`src/design/desc_pkg.sv`:
```
// ----------------------------------------------------------------------------
// desc_pkg
// shared types, codes and helpers for the dual encoder setting control
// ----------------------------------------------------------------------------
`default_nettype none

package desc_pkg;

  // direction codes of the lagging-edge decoder
  typedef logic [1:0] dir_t;
  localparam dir_t DIR_IDLE = 2'd0;
  localparam dir_t DIR_UP   = 2'd1;
  localparam dir_t DIR_DOWN = 2'd2;

  // configuration register indexes
  localparam logic CFG_MIN = 1'b0;
  localparam logic CFG_MAX = 1'b1;

  // digit scan phases
  typedef logic [1:0] phase_t;
  localparam phase_t PH_DIV_TENS   = 2'd0;
  localparam phase_t PH_DIV_UNITS  = 2'd1;
  localparam phase_t PH_BEAT_TENS  = 2'd2;
  localparam phase_t PH_BEAT_UNITS = 2'd3;

  typedef logic [6:0] count_t;
  typedef logic [3:0] digit_t;

  // reset values
  localparam count_t MIN_RST  = 7'd2;
  localparam count_t MAX_RST  = 7'd32;
  localparam count_t BEAT_RST = 7'd4;
  localparam count_t DIV_RST  = 7'd7;

  // reciprocal of ten: (v * 205) >> 11 is exact for every 7-bit v
  localparam int unsigned RECIP_TEN  = 205;
  localparam int unsigned RECIP_SHFT = 11;

  // decoder state of one encoder
  typedef struct packed {
    logic last_a;
    logic last_b;
    dir_t dir;
  } enc_state_t;

  // decoder outcome for one scan
  typedef struct packed {
    enc_state_t nxt;
    logic       up;
    logic       down;
  } enc_res_t;

  // one scan of the lagging-edge decoder
  function automatic enc_res_t enc_update(enc_state_t s, logic a, logic b);
    enc_res_t r;
    r.nxt.last_a = a;
    r.nxt.last_b = b;
    r.nxt.dir    = s.dir;
    r.up         = 1'b0;
    r.down       = 1'b0;
    // line A edge wins when both lines fall together
    if (!a && s.last_a) begin
      if (s.dir == DIR_IDLE) begin
        r.nxt.dir = DIR_DOWN;
      end else if (s.dir == DIR_UP) begin
        r.nxt.dir = DIR_IDLE;
        r.up      = 1'b1;
      end
    end else if (!b && s.last_b) begin
      if (s.dir == DIR_IDLE) begin
        r.nxt.dir = DIR_UP;
      end else if (s.dir == DIR_DOWN) begin
        r.nxt.dir = DIR_IDLE;
        r.down    = 1'b1;
      end
    end
    return r;
  endfunction

  // count step with wrap: below min goes to max, then above max goes to min
  function automatic count_t count_move(count_t v, logic up, logic down,
                                        count_t min_v, count_t max_v);
    logic [7:0] n;
    logic [7:0] n1;
    logic [7:0] n2;
    logic       neg;
    n   = up ? ({1'b0, v} + 8'd1) : ({1'b0, v} - 8'd1);
    // value went to minus one
    neg = down && (v == 7'd0);
    n1  = (neg || (n < {1'b0, min_v})) ? {1'b0, max_v} : n;
    n2  = (n1 > {1'b0, max_v}) ? {1'b0, min_v} : n1;
    return (up || down) ? n2[6:0] : v;
  endfunction

  // tens or units digit of a 7-bit count
  function automatic digit_t digit_of(count_t v, logic units);
    logic [14:0] prod;
    logic [3:0]  q;
    logic [6:0]  q10;
    logic [6:0]  rem;
    prod = {8'd0, v} * 15'(RECIP_TEN);
    q    = prod[14:RECIP_SHFT];
    q10  = {q, 3'd0} - {3'd0, q} - {3'd0, q} + {2'd0, q, 1'b0} + {2'd0, q, 1'b0};
    rem  = v - q10;
    return units ? rem[3:0] : q;
  endfunction

endpackage

`default_nettype wire

```
`src/design/dual_encoder_setting_control_unit.sv`:
```
// ----------------------------------------------------------------------------
// dual_encoder_setting_control_unit
// two quadrature encoder decoders with wrapping counts, switch latches and
// a four-phase decimal digit scan, one panel scan per request
// ----------------------------------------------------------------------------
//  channel | direction | handshake            | payload
//  in_     | input     | in_valid / in_stall  | encoder lines, switch levels
//  out_    | output    | out_valid / out_stall| counts, digit, latches
//  cfg_    | input     | cfg_we               | cfg_index, cfg_data
//
//  one request per cycle while in_stall is low; its result shows in the cycle after acceptance
//  all decoding is combinational logic between the input and the result register
//  in_stall is high only while a result is held by out_stall
//  rst_n is synchronous and restores the documented state and register values
// ----------------------------------------------------------------------------
`default_nettype none

module dual_encoder_setting_control_unit (
  input  wire                    clk,
  input  wire                    rst_n,
  // configuration
  input  wire                    cfg_we,
  input  wire                    cfg_index,
  input  wire desc_pkg::count_t  cfg_data,
  // scan request
  input  wire                    in_valid,
  output logic                   in_stall,
  input  wire                    in_beat_enc_a,
  input  wire                    in_beat_enc_b,
  input  wire                    in_div_enc_a,
  input  wire                    in_div_enc_b,
  input  wire                    in_beat_button,
  input  wire                    in_div_button,
  // result
  output logic                   out_valid,
  input  wire                    out_stall,
  output desc_pkg::count_t       out_beats_count,
  output desc_pkg::count_t       out_divisions_count,
  output desc_pkg::phase_t       out_digit_position,
  output desc_pkg::digit_t       out_digit_value,
  output logic                   out_beat_toggle,
  output logic                   out_div_toggle
);
  import desc_pkg::*;

  count_t     min_r, max_r;
  enc_state_t beat_enc_r, div_enc_r;
  count_t     beats_r, divs_r;
  phase_t     phase_r;
  logic       beat_btn_r, div_btn_r;
  logic       beat_lat_r, div_lat_r;
  logic       out_valid_r;

  enc_res_t   beat_res, div_res;
  count_t     beats_nxt, divs_nxt;
  logic       beat_lat_nxt, div_lat_nxt;
  count_t     digit_src;
  digit_t     digit_nxt;
  logic       in_accept;

  // handshake
  assign in_stall  = out_valid_r && out_stall;
  assign in_accept = in_valid && !in_stall;
  assign out_valid = out_valid_r;

  // decode, count and digit select for the current scan
  always_comb begin
    beat_res     = enc_update(beat_enc_r, in_beat_enc_a, in_beat_enc_b);
    div_res      = enc_update(div_enc_r, in_div_enc_a, in_div_enc_b);
    beats_nxt    = count_move(beats_r, beat_res.up, beat_res.down, min_r, max_r);
    divs_nxt     = count_move(divs_r, div_res.up, div_res.down, min_r, max_r);
    beat_lat_nxt = beat_lat_r ^ (in_beat_button && !beat_btn_r);
    div_lat_nxt  = div_lat_r ^ (in_div_button && !div_btn_r);
    unique case (phase_r)
      PH_DIV_TENS, PH_DIV_UNITS: digit_src = divs_nxt;
      default:                   digit_src = beats_nxt;
    endcase
    digit_nxt = digit_of(digit_src, phase_r[0]);
  end

  // configuration registers
  always_ff @(posedge clk) begin
    if (!rst_n) begin
      min_r <= MIN_RST;
      max_r <= MAX_RST;
    end else if (cfg_we) begin
      unique case (cfg_index)
        CFG_MIN: min_r <= cfg_data;
        CFG_MAX: max_r <= cfg_data;
        default: ;
      endcase
    end
  end

  // scan state
  always_ff @(posedge clk) begin
    if (!rst_n) begin
      beat_enc_r <= '{last_a: 1'b1, last_b: 1'b1, dir: DIR_IDLE};
      div_enc_r  <= '{last_a: 1'b1, last_b: 1'b1, dir: DIR_IDLE};
      beats_r    <= BEAT_RST;
      divs_r     <= DIV_RST;
      phase_r    <= PH_DIV_TENS;
      beat_btn_r <= 1'b0;
      div_btn_r  <= 1'b0;
      beat_lat_r <= 1'b0;
      div_lat_r  <= 1'b0;
    end else if (in_accept) begin
      beat_enc_r <= beat_res.nxt;
      div_enc_r  <= div_res.nxt;
      beats_r    <= beats_nxt;
      divs_r     <= divs_nxt;
      phase_r    <= phase_r + 2'd1;
      beat_btn_r <= in_beat_button;
      div_btn_r  <= in_div_button;
      beat_lat_r <= beat_lat_nxt;
      div_lat_r  <= div_lat_nxt;
    end
  end

  // result valid
  always_ff @(posedge clk) begin
    if (!rst_n) begin
      out_valid_r <= 1'b0;
    end else if (in_accept) begin
      out_valid_r <= 1'b1;
    end else if (!out_stall) begin
      out_valid_r <= 1'b0;
    end
  end

  // result payload
  always_ff @(posedge clk) begin
    if (in_accept) begin
      out_beats_count     <= beats_nxt;
      out_divisions_count <= divs_nxt;
      out_digit_position  <= phase_r;
      out_digit_value     <= digit_nxt;
      out_beat_toggle     <= beat_lat_nxt;
      out_div_toggle      <= div_lat_nxt;
    end
  end

  // checks
  a_accept_gives_result: assert property (@(posedge clk) disable iff (!rst_n)
    in_accept |=> out_valid_r)
    else $error("accepted request produced no result");

  a_phase_advances: assert property (@(posedge clk) disable iff (!rst_n)
    in_accept |=> (phase_r == $past(phase_r) + 2'd1) &&
                  (out_digit_position == $past(phase_r)))
    else $error("digit scan phase out of step");

  a_units_below_ten: assert property (@(posedge clk) disable iff (!rst_n)
    (out_valid_r && out_digit_position[0]) |-> (out_digit_value <= 4'd9))
    else $error("units digit above nine");

  a_dir_legal: assert property (@(posedge clk) disable iff (!rst_n)
    (beat_enc_r.dir != 2'd3) && (div_enc_r.dir != 2'd3))
    else $error("decoder direction took an unused code");

endmodule

`default_nettype wire

```
`config.mk`:
```
export PLATFORM = sky130hd
export DESIGN_NAME = dual_encoder_setting_control_unit
export DESIGN_NICKNAME = d
export VERILOG_FILES = /design/src/design/desc_pkg.sv /design/src/design/dual_encoder_setting_control_unit.sv
export SDC_FILE = /design/constraint.sdc
export NUM_CORES = 1
export LEC_CHECK = 0
export BUFFER_PORTS_ARGS = -buffer_cell sky130_fd_sc_hd__buf_2
export CAP_MARGIN = 20
export CORE_MARGIN = 5
export CORE_UTILIZATION = 35
export DETAILED_ROUTE_END_ITERATION = 6
export SYNTH_ARGS = -nofsm -noshare
export SYNTH_HDL_FRONTEND = slang
export SYNTH_SLANG_ARGS = --single-unit
```
`constraint.sdc`:
```
create_clock -name clk -period 16.5 [get_ports clk]
set_clock_uncertainty 0.2 [all_clocks]
set_input_delay 1.65 -clock clk [delete_from_list [all_inputs] [get_ports clk]]
set_output_delay 1.65 -clock clk [all_outputs]
set_load 0.02 [all_outputs]
```
==> summary.txt, run 1 <==
outcome -> finished, final reports clean
Max Freq -> 76.5 MHz
Critical Path Source Type -> input port
Final #Nets -> 778
critical-path maximum fanout -> 13
Post-CTS Resized -> 0
simple-gate share of the synthesized area -> 17.6%
setup TNS -> 0 ps
Die Wd -> 135 um
syn nets -> 741
Die Area -> 18,200 um2
Synth Area in XOR/XNOR -> 3.53%
Final Max Slew Viols -> 0
Final Hold Viols -> 0
Logic pwr share -> 59.6%
root buffer cell -> clkbuf_16
Synth area leader -> ha_1
GRT Overall Usage -> 16.1%
Reg-to-Reg Start -> div_enc_r[3]
Via-to-Cell Ratio -> 5.31
Crit path top cell by count -> ha_1
Static Leak -> 2.78 nW
min cycle time layout -> 13,070 ps
initial antenna violation count -> 0
Sw Share -> 43.8%
Via Count -> 4,703
clock power share -> 19.6%
FP Rows -> 45
Post-CTS Setup Inserts -> 0
DRC violations left -> 0
Worst Path Arrival -> 13,070 ps
final setup violation count -> 0
Synth cell types -> 67
RR Endpoint -> out_digit_value[3]
period utilisation layout -> 79.2%
Post-Synth Adder-Cell Area -> 22.2%
Max Cap Viol -> 0
Crit. Startpoint -> in_div_enc_a
Cells after Synth -> 632
worst skew pair latency -> 340 ps
vias in the first global route -> 4,626
RSZ-0062 raised after global routing -> false
area added between synthesis and finish -> 13.5%
Worst Hold Class -> flop to flop
part of the power in registers -> 20.8%
FFs w/ async S/R, synth -> 0%
largest net degree at the start of global routing -> 55
CP Data Required Time -> 16,500 ps
critical path class -> input port to flop
Reg2Reg Depth -> 49
post-route ant nets -> 0
Switch Pwr -> 0.423 mW
CTS hold repair buffers -> 0
Worst Setup End Kind -> flop
first-pass GRT wire length -> 23.3 mm
pwr/cell area -> 156 nW/um2
syn avg cell area -> 8.63 um2
starting density of the core -> 35.8%
post-synthesis mux area share -> 2.32%
Final HPWL DP -> 11.5 mm
Worst-Margin Slew -> 995 ps
ys flop type -> dfxtp_1
slew margin rel. -> 33.6%
peak supply drop -> 72.8 uV
DR pass1 iterations -> 5
Clock transition at path regs -> 60 ps
YS warnings -> 0
clock sink total -> 65
r2r setup slk -> 4550 ps
Port Buffer Count -> 42
Antenna Cells -> 0
Core ar. -> 15,300 um2
Top Ports -> 43
Netlist Area Pre-Place -> 5460 um2
Setup crit end -> out_digit_value[3]
WL final -> 14.5 mm
Die Ht -> 135 um
Final Power -> 0.965 mW
CTS Buffer Depth -> 2
drt wl/cell -> 16.4 um
First DRT Iteration DRCs -> 261
largest family of logic cells by synthesized area -> adder cells
GRT overflow -> 0
main area contributors after synthesis -> ha_1 (18%), dfxtp_1 (16%), edfxtp_1 (12%)
complex-gate fraction of the synthesized area -> 20.5%
post-synth top area share -> 18.1%
EDFF count, synth -> 22
WHS -> 252 ps
Max stage delay on crit path -> 560 ps
Final GP Congestion -> 0.914
CTS tree -> yes
Seq/Total Area, Yosys -> 27.9%
share of layout cells above drive strength 1 -> 12.6%
Pint -> 0.542 mW
slowest CP cell -> a211oi_2
TritonCTS Buffers -> 9
#FFs+latches synth -> 65
H-tree Lvls -> 3
-- per-layer routing --
metal  vias to the layer above  wire, um  GRT usage, %  share of wire [%]
li1                       2331         -             -                  -
met1                      2251      6320          19.7                 44
met2                       100      7220          28.8                 50
met3                        21       620          2.83                4.3
met4                         0       311          5.09                2.1
met5                         -         0             0                  0
-- cell families after synthesis --
kind of cell    count (synthesis)
compound gates                158
buf+inv                        86
simple gates                  199
mux                            12
fa+ha+maj                      90
xor+xnor                       22
flops                          65
-- worst min-delay path by stage --
stage,startpoint,endpoint,slack [ps],depth (start not counted)
floorplan,phase_r[1],out_digit_position[1],230,0
global placement,beat_btn_r,beat_btn_r,240,2
detailed placement,beat_btn_r,beat_btn_r,250,2
CTS,beat_btn_r,beat_btn_r,250,2
global route,div_btn_r,div_btn_r,270,2
finish,beat_btn_r,beat_btn_r,250,2
-- metrics by stage --
stage	setup WS, ps	cells	cell area, um2	utilization, %
final	3430	885	6190	40.6
after detailed placement	3190	868	5870	38.5
after global routing	2640	885	6190	40.6
after global placement	3420	868	5870	38.5
after CTS	3500	884	6170	40.4
after floorplan	4510	632	5460	-
-- power groups by stage --
stage,registers (mW),logic [mW],clock network (mW)
finish,0.201,0.575,0.189
global placement,0.203,0.549,0
floorplan,0.213,0.433,0
global route,0.203,0.650,0.201
CTS,0.201,0.577,0.194
detailed placement,0.204,0.572,0
-- layout make-up --
cell class                 count  area, um2
sequential                    65       1520
multi-input combinational    481       3610
tap                          211        264
fill                        1507       9060
inverter                      68        260
clock inverter                 6       47.5
clock buffer                  10        250
timing repair buffer          44        245
-- flip-flops by register name, summed over array words and instances, names as in the netlist --
name	cells
div_lat_r	1
out_digit_value	4
beat_enc_r	4
beats_r	7
out_divisions_count	7
divs_r	7
div_btn_r	1
max_r	7
out_beat_toggle	1
min_r	7
phase_r	2
out_beats_count	7
div_enc_r	4
out_valid	1
out_digit_position	2
out_div_toggle	1
beat_btn_r	1
beat_lat_r	1
-- cells in the mapped netlist (3+ instances only) --
cell type / n
a311oi_1: 3
a31oi_1: 4
o211ai_1: 7
o21a_1: 10
a2111oi_0: 3
xnor2_1: 16
and2_1: 3
mux2i_1: 7
a21oi_1: 54
nor2_1: 40
o31ai_1: 5
and3_1: 5
fa_1: 11
a211oi_1: 13
inv_1: 66
or2_2: 3
nor4_1: 3
xor2_1: 6
nand2b_1: 6
nor2b_1: 5
nand4_1: 7
a21o_1: 13
nand3_1: 24
mux2_2: 5
nand3b_1: 3
nand2_1: 75
ha_1: 79
edfxtp_1: 22
o21ai_0: 16
clkbuf_1: 15
dfxtp_1: 43
nor3_1: 10
or4_1: 3
-- critical path: cells and delay by family --
family                   cells  cell delay (ps)
AO/OA/AOI/OAI               17             4140
adder cells (fa/ha/maj)     11             3750
AND/OR/NAND/NOR              9             1950
XOR/XNOR                     5              830
buffers and inverters        7              550
multiplexers                 1              230
-- cell usage in the layout (no fill, tap or decap), types with 3 or more instances in the layout --
cell type and instances:
nor2b_1 5, buf_2 42, xnor2_1 16, nand2_1 75, nor4_1 3, fa_1 11
o211ai_1 7, or2_2 3, mux2_2 5, nand4_1 7, nand2b_1 6, nor3_1 10
inv_1 65, clkbuf_16 10, nand3b_1 3, o21ai_0 16, and2_1 3, xor2_1 6
a31oi_1 4, inv_6 3, o21a_1 10, a21oi_1 54, nor2_1 40, and3_1 5
or4_1 3, a311oi_1 3, o31ai_1 5, mux2i_1 7, a2111oi_0 3, dfxtp_1 43
a211oi_1 13, a21o_1 13, edfxtp_1 22, ha_1 79, nand3_1 24
(Power assumes the default switching activity.)
==> run 2, diff against run 1 <==
- clock period: 16.5 -> 10.7 ns (I/O delays scaled with it)
==> summary.txt, run 2 (synthesis gave the netlist of run 1 again) <==
Worst-Margin Slew -> 1270 ps (+275 ps)
DR pass1 iterations -> 4 (-1)
worst setup margin -> -196 ps (-3630 ps)
min cycle time layout -> 10,900 ps
commonest non-fill, non-tap cell in the layout -> buf_4
Antenna Cells -> 0 (unchanged)
worst skew pair latency -> 340 ps (about the same)
Port Buffer Count -> 42 (unchanged)
Final Hold Viols -> 0 (unchanged)
met1 usage -> 22.2% (+2.5 points)
Max stage delay on crit path -> 500 ps (-60 ps)
critical-path maximum fanout -> 7 (-6)
drt wl/cell -> 16.2 um (-1.0%)
slew margin rel. -> 15.0% (-19 points)
Final Power -> 1.99 mW (+110%)
starting density of the core -> 35.8% (unchanged)
vias in the first global route -> 5,078 (+9.8%)
fill count -> 1,378 (-8.6%)
H-tree Lvls -> 3 (unchanged)
WL final -> 16.6 mm (+15%)
Via-to-Cell Ratio -> 5.16 (-2.8%)
Final Max Slew Viols -> 0 (unchanged)
Critical Path Source Type -> input port
grt met2 use -> 30.0% (+1.2 points)
Clock transition at path regs -> 60 ps (about the same)
Top Ports -> 43 (unchanged)
TritonCTS Buffers -> 9 (unchanged)
Max Freq -> 91.8 MHz
initial antenna violation count -> 0 (unchanged)
CTS tree -> yes
grt met3 use -> 2.91% (+0.075 points)
critical path class -> input port to flop
Max Cap Viol -> 0 (unchanged)
First DRT Iteration DRCs -> 289 (+11%)
Setup crit end -> out_digit_value[3]
Die Wd -> 135 um (unchanged)
GRT Overall Usage -> 17.7% (+1.5 points)
Die Ht -> 135 um (unchanged)
pwr/cell area -> 251 nW/um2 (+61%)
Reg2Reg Depth -> 61 (+24%)
Final HPWL DP -> 12.2 mm (+6.7%)
r2r setup slk -> 310 ps (-4240 ps)
Reg-to-Reg Start -> div_enc_r[3]
Crit. Startpoint -> in_div_enc_a
GRT overflow -> 0 (unchanged)
share of layout cells above drive strength 1 -> 39.2% (+27 points)
DRC violations left -> 0 (unchanged)
failing checks -> setup timing
RR Endpoint -> out_digit_value[3]
clock sink total -> 65 (unchanged)
Worst Path Arrival -> 10,900 ps (-2170 ps)
first-pass GRT wire length -> 25.4 mm (+9.0%)
setup TNS -> -196 ps (-196 ps)
CTS Buffer Depth -> 2 (unchanged)
period utilisation layout -> 102%
Via Count -> 5,304 (+13%)
most frequent cells in the layout -> buf_4 (140), nand2_1 (71), inv_1 (58)
Die Area -> 18,200 um2 (unchanged)
FP Rows -> 45 (unchanged)
Final GP Congestion -> 0.946 (+3.5%)
area added between synthesis and finish -> 45.1%
peak supply drop -> 169 uV (+130%)
Crit path top cell by count -> buf_4
Final #Nets -> 920 (+18%)
final setup violation count -> 1 (+1)
post-route ant nets -> 0 (unchanged)
Worst Hold Class -> flop to flop
CP Data Required Time -> 10,700 ps (-5800 ps)
Static Leak -> 3.55 nW (+28%)
root buffer cell -> clkbuf_16
largest net degree at the start of global routing -> 55 (unchanged)
slowest CP cell -> or3b_4
RSZ-0062 raised after global routing -> true
Worst Setup End Kind -> flop
outcome -> finished with violations
most used routing layer -> met2
Core ar. -> 15,300 um2 (unchanged)
==> run 2: cell count changes in the layout (fill, tap and decap cells not counted), sizes merged <==
cell,delta
buf,+142
bufinv,+1
clkbuf,-1
clkinv,-1
clkinvlp,+2
inv,-1
==> run 2: how the worst min path moves through the flow <==
stage / from / end / slack [ps] / depth (start not counted)
floorplan: phase_r[1] / out_digit_position[1] / 230 / 0
global placement: beat_btn_r / beat_btn_r / 240 / 2
detailed placement: div_btn_r / div_btn_r / 250 / 2
CTS: div_btn_r / div_btn_r / 260 / 2
global route: div_btn_r / div_btn_r / 270 / 2
finish: div_btn_r / div_btn_r / 250 / 2
==> run 2: critical path: cells and delay by family <==
kind | cells | cell delay, ps
buf+inv | 33 | 3930
simple gates | 7 | 1600
xor+xnor | 4 | 590
fa+ha+maj | 5 | 1400
mux | 2 | 420
compound gates | 11 | 1900
==> run 2: cell type report <==
class	count	area [um2]	share of cell area, %
multi-input combinational	481	4240	53.5
sequential	65	1520	19.2
timing repair buffer	186	1330	16.8
tap	211	264	3.33
inverter	68	263	3.32
clock buffer	9	225	2.84
clock inverter	7	78.8	0.996
==> run 2: per-stage QoR <==
| stage | hold slack (ps) | util [%] | instances | cell area (um2) | setup slack [ps] |
|---|---|---|---|---|---|
| final | 254 | 51.9 | 1027 | 7920 | -196 |
| after global routing | 267 | 51.9 | 1027 | 7920 | -632 |
| after CTS | 256 | 47.9 | 1006 | 7310 | -174 |
| after detailed placement | 247 | 43.6 | 956 | 6650 | -783 |
| after global placement | 237 | 43.6 | 956 | 6650 | -620 |
| after floorplan | 230 | - | 632 | 5580 | -103 |
==> run 2: layer usage <==
layer  vias to the layer above  wire (um)
li1                       2615          -
met1                      2555       7230
met5                         -          0
met3                        28        577
met4                         0        435
met2                       106       8370
==> run 2: what timing repair did <==
| item | in CTS | in global routing |
|---|---|---|
| pin swaps | 8 | 65 |
| gates resized for setup | 20 | 80 |
| gates cloned | 0 | 0 |
| endpoints found under the hold margin | 0 | 0 |
| setup buffers | 34 | 19 |
| hold buffers | 0 | 0 |
| setup endpoints to repair | 1 | 2 |
==> run 2: power by group <==
group          total [mW]  switching [mW]  internal, mW
sequential          0.311          0.0198         0.291
combinational        1.37           0.677         0.694
clock               0.304           0.122         0.182
